===== src/hdl/klq_pkg.sv =====
// Shared constants, types and round functions for the KeeLoq pipeline.
`default_nettype none

package klq_pkg;

    // Cipher geometry
    localparam int ROUNDS       = 528;
    localparam int STAGE_ROUNDS = 8;
    localparam int STAGES       = ROUNDS / STAGE_ROUNDS;
    localparam int STAGE_IDX_W  = $clog2(STAGES);
    localparam int STEP_W       = $clog2(STAGE_ROUNDS);
    localparam int BLOCK_W      = 32;
    localparam int KEY_W        = 32;
    localparam int KEY_IDX_W    = $clog2(KEY_W);

    // Nonlinear feedback table and key reset value
    localparam logic [31:0]          NLF_TABLE      = 32'h3A5C742E;
    localparam logic [KEY_W-1:0]     KEY_RESET      = 32'h06660708;
    localparam logic [KEY_IDX_W-1:0] DEC_KEY_OFFSET = KEY_IDX_W'(15);

    // Direction codes
    typedef enum logic {
        OP_ENCRYPT = 1'b0,
        OP_DECRYPT = 1'b1
    } op_t;

    // Control that travels with each block through the stages
    typedef struct packed {
        logic valid;
        op_t  op;
    } stage_ctl_t;

    // One encryption round: shift right, feedback into bit 31
    function automatic logic [BLOCK_W-1:0] enc_round(
        input logic [BLOCK_W-1:0] x,
        input logic               kbit
    );
        logic [4:0] idx;
        logic       fb;
        idx = {x[31], x[26], x[20], x[9], x[1]};
        fb  = x[0] ^ x[16] ^ NLF_TABLE[idx] ^ kbit;
        return {fb, x[BLOCK_W-1:1]};
    endfunction

    // One decryption round: shift left within 32 bits, feedback into bit 0
    function automatic logic [BLOCK_W-1:0] dec_round(
        input logic [BLOCK_W-1:0] x,
        input logic               kbit
    );
        logic [4:0] idx;
        logic       fb;
        idx = {x[30], x[25], x[19], x[8], x[0]};
        fb  = x[31] ^ x[15] ^ NLF_TABLE[idx] ^ kbit;
        return {x[BLOCK_W-2:0], fb};
    endfunction

endpackage

`default_nettype wire


===== src/hdl/klq_stage.sv =====
// One pipeline stage: a group of cipher rounds followed by a register.
`default_nettype none

module klq_stage
    import klq_pkg::*;
(
    input  wire logic                   clk,
    input  wire logic                   rst_n,
    input  wire logic                   en,
    input  wire logic [STAGE_IDX_W-1:0] stage_idx,
    input  wire logic [KEY_W-1:0]       key_half,
    input  wire stage_ctl_t             ctl_in,
    input  wire logic [BLOCK_W-1:0]     data_in,
    output stage_ctl_t                  ctl_out,
    output logic [BLOCK_W-1:0]          data_out
);

    stage_ctl_t         ctl_reg;
    logic [BLOCK_W-1:0] data_reg;
    logic [BLOCK_W-1:0] data_next;

    // Rounds of this stage; key bit index is the round number mod 32 (encrypt) or (15 - round) mod 32 (decrypt)
    always_comb
    begin
        logic [BLOCK_W-1:0]   x;
        logic [KEY_IDX_W-1:0] kidx;
        x = data_in;
        for (int j = 0; j < STAGE_ROUNDS; j++)
        begin
            kidx = {stage_idx[KEY_IDX_W-STEP_W-1:0], STEP_W'(j)};
            if (ctl_in.op == OP_DECRYPT)
            begin
                x = dec_round(x, key_half[DEC_KEY_OFFSET - kidx]);
            end
            else
            begin
                x = enc_round(x, key_half[kidx]);
            end
        end
        data_next = x;
    end

    // Control register
    always_ff @(posedge clk or negedge rst_n)
    begin
        if (!rst_n)
        begin
            ctl_reg <= '{valid: 1'b0, op: OP_ENCRYPT};
        end
        else if (en)
        begin
            ctl_reg <= ctl_in;
        end
    end

    // Data register, no reset
    always_ff @(posedge clk)
    begin
        if (en)
        begin
            data_reg <= data_next;
        end
    end

    assign ctl_out  = ctl_reg;
    assign data_out = data_reg;

endmodule

`default_nettype wire


===== config.mk =====
export PLATFORM = sky130hd
export DESIGN_NAME = klq_stage
export DESIGN_NICKNAME = d
export VERILOG_FILES = /design/src/hdl/klq_pkg.sv /design/src/hdl/klq_stage.sv
export SDC_FILE = /design/constraint.sdc
export NUM_CORES = 1
export LEC_CHECK = 0
export ABC_AREA = 1
export ABC_CLOCK_PERIOD_IN_PS = 800
export BUFFER_PORTS_ARGS = -buffer_cell sky130_fd_sc_hd__clkbuf_2
export CAP_MARGIN = 20
export CORE_MARGIN = 2
export CORE_UTILIZATION = 37
export CTS_CLUSTER_SIZE = 28
export DETAILED_ROUTE_END_ITERATION = 7
export PLACE_DENSITY = 0.6
export SYNTH_ARGS = -nofsm -noshare
export SYNTH_HDL_FRONTEND = slang
export SYNTH_SLANG_ARGS = --single-unit

===== constraint.sdc =====
create_clock -name clk -period 0.8 [get_ports clk]
set_input_delay 0.16 -clock clk [delete_from_list [all_inputs] [get_ports clk]]
set_output_delay 0.16 -clock clk [all_outputs]
set_load 0.01 [all_outputs]

==> results.cfg <==
[status]
outcome = complete, but fails checks
violations = setup timing

[power]
leakage_nw = 4.11
power_density_mw_per_mm2 = 1560
ir_drop_uv = 831
power_mw = 12.4

[synthesis]
yosys.area_share.simple = 0.485
synth.distinct_cells = 37
mappedNetlistArea_mm2 = 0.00457
synth-seq-cells = 34
ys_seq_area_frac = 0.221
synthAdderAreaFrac = 0
syn-num-nets = 860
synth_top_family_by_area = simple AND/OR/NAND/NOR gates
ys_warn_count = 0
synthMuxAreaShare = 0.00246
synth_xor_area_frac = 0.0692
avgSynthCellArea_um2 = 5.83
synthCells = 784
synth_compound_area_frac = 0.109

[sta]
max_slew_margin = 0.765
fin_crit_ns = 4.76
skew_ns = 0
final_hold_viol_count = 0
rsz0062_at_grt = yes
clock.fmax_mhz = 210
setup_tns_ns = -43.62
max_slew.worst_pin.slew_ns = 0.350
setup_viol = 63
whs_ns = 0.109
setup_ws_ns = -3.96
finalCritPeriodShare = 5.94
drv_slew = 0

[setup_path]
reg2reg_from = ctl_out[0]$_DFFE_PN0P_
endpoint_kind = register
required_ns = 0.84
cp.arrival_ns = 4.80
path_class = primary input to register
crit_path_max_fanout = 5
max_stage_delay_ns = 0.26
cpMostUsedCell = nand2_2
r2r_cells = 3
critPathLaunchType = primary input
rr_endpoint = ctl_out[0]$_DFFE_PN0P_
reg2reg_slack_ns = 0.04
crit_slowest_cell = xor2_1

[placement]
place_area_mm2 = 0.00659
io_buffers = 104
hpwl_um = 13600
gp_congestion = 0.921

[cts]
cts_tree = built
cts_max_path_buffers = 2
h-tree-depth = 2
clk_pin_slew_ns = 0.06
root_buffer = clkbuf_16
insertion_delay_ns = 0.28
cts_buffers = 5
cts_num_sinks = 34

[drt]
final_antenna_net_count = 0
route.met2.wl_um = 8240
drtIter0Drc = 418
wl_per_cell_um = 13.8
viasPerCell = 4.87
wirelength_met1_um = 7280
dr_wl_met3_um = 1210
drc = 0
top_layer = met4
drtPass1Iterations = 5
wl_um = 17300
vias = 6111

[finish]
utilization = 0.656
diodes = 0
nets = 1161
area_delta_synth_final_pct = 73.1
design_area_mm2 = 0.00792
drive_gt1_frac = 0.475

[floorplan]
core_mm2 = 0.0121
initial_utilization = 0.379
fp-row-count = 40
die_x_um = 115
io_pins = 110
dieArea_mm2 = 0.0133
die_h_um = 115

[global_routing]
grt_pass1_vias = 5404
grt_antenna_before_repair = 0
grt_pass1_wl_um = 26700
grt_overflow = 0
grtUsageTotal = 0.256
grt_max_degree = 21

[min_path]
min_path_cells = 2
min_path_type = primary input to register
min_to = ctl_out[1]$_DFFE_PN0P_
hold_path.startpoint = ctl_in[1]

[run]
cap_viol_max_count = 0
-- worst max-delay path, delay by kind of cell --
| family | cells | cell delay [ns] |
|---|---|---|
| AND/OR/NAND/NOR | 37 | 3.36 |
| XOR/XNOR | 3 | 0.51 |
| buffers and inverters | 5 | 0.42 |
| AO/OA/AOI/OAI | 3 | 0.36 |
-- how the worst max path moves through the flow --
stage / start / endpoint / slack, ns / cells after the start
floorplan: stage_idx[0] / data_out[31]$_DFFE_PP_ / -3.61 / 48
global route: ctl_in[0] / data_out[0]$_DFFE_PP_ / -4.30 / 45
global placement: data_in[8] / data_out[31]$_DFFE_PP_ / -4.26 / 47
CTS: stage_idx[0] / data_out[0]$_DFFE_PP_ / -3.76 / 51
detailed placement: ctl_in[0] / data_out[31]$_DFFE_PP_ / -4.30 / 45
finish: ctl_in[0] / data_out[31]$_DFFE_PP_ / -3.96 / 48
-- per-stage QoR --
stage | worst slack (ns) | std cells
final | -3.96 | 1254
after global routing | -4.30 | 1254
after CTS | -3.76 | 1233
after detailed placement | -4.30 | 1201
after global placement | -4.26 | 1201
after floorplan | -3.61 | 784
-- layout by cell type, fill, tap and decap left out, drive strengths merged, types with 2 or more instances in the layout --
| master | netlist | routed |
|---|---|---|
| inv | 102 | 102 |
| xnor2 | 13 | 13 |
| edfxtp | 32 | 32 |
| clkbuf | 3 | 109 |
| nand4 | 2 | 2 |
| a21oi | 27 | 27 |
| o211ai | 3 | 3 |
| a32o | 4 | 4 |
| dfrtp | 2 | 2 |
| a32oi | 8 | 8 |
| xor2 | 18 | 18 |
| or2 | 7 | 7 |
| nor2 | 175 | 175 |
| o21ai | 37 | 37 |
| nand2 | 244 | 244 |
| buf | 17 | 211 |
| nand3 | 81 | 81 |
| nand3b | 4 | 4 |
-- kinds of logic after synthesis --
group	count (synthesis)
AO/OA/AOI/OAI	83
XOR/XNOR	31
buffers and inverters	122
flip-flops	34
multiplexers	1
AND/OR/NAND/NOR	513
-- power breakdown --
part	total [mW]	internal (mW)	switching (mW)
sequential	2.31	2.26	0.0530
combinational	8.06	3.67	4.39
clock	1.98	1.23	0.751
total	12.4	7.16	5.19
-- sequential cells by signal (all words and copies together) (netlist names) --
signal,flops
ctl_out,2
data_out,32
-- layer usage --
layer	track usage	vias up
met4	0.0851	0
met1	0.340	2728
met3	0.0316	39
li1	-	3089
met2	0.433	255
met5	0	-
-- synth_stat cells --
cell type,instances,area (um2)
o21ai_2,2,17.5
nor2_1,174,653
buf_6,3,33.8
nand3_2,12,120
a21oi_1,25,125
or2_1,2,12.5
o21ai_0,33,165
xor2_1,12,105
xnor2_1,13,114
a21boi_0,1,7.51
a32oi_1,8,70.1
nor2_2,1,6.26
nand2_2,15,93.8
a21oi_2,2,17.5
or2_2,5,31.3
xor2_2,6,97.6
nand3_4,2,35.0
o21ai_1,2,10.0
nand2_4,4,45.0
nand3_1,67,335
nand3b_1,4,30.0
nand4_1,2,12.5
inv_2,9,33.8
edfxtp_1,32,961
nand2_1,225,845
inv_1,93,349
buf_4,9,67.6
a21o_1,1,7.51
buf_1,3,11.3
dfrtp_1,2,50.1
a32o_1,4,40.0
o31ai_1,1,7.51
o211ai_1,3,22.5
mux2_2,1,11.3
buf_2,2,10.0
clkbuf_1,3,11.3
o22a_1,1,8.76
-- what timing repair did --
item                                    CTS  global route
endpoints found under the setup margin   66            63
pin swaps                                48            71
resized for setup                       123           107
endpoints found under the hold margin     2             0
cloned                                    1             0
setup buffers                            22            23
hold buffers                              1             0
-- final cells by class --
class / instances / area, um2
sequential: 34 / 1010
multi-input combinational: 628 / 3680
tap: 168 / 210
timing repair buffer: 314 / 2470
inverter: 102 / 403
clock buffer: 7 / 143
fill: 1060 / 4140
clock inverter: 1 / 5.00
No activity file was read; power rests on OpenSTA's default activity.
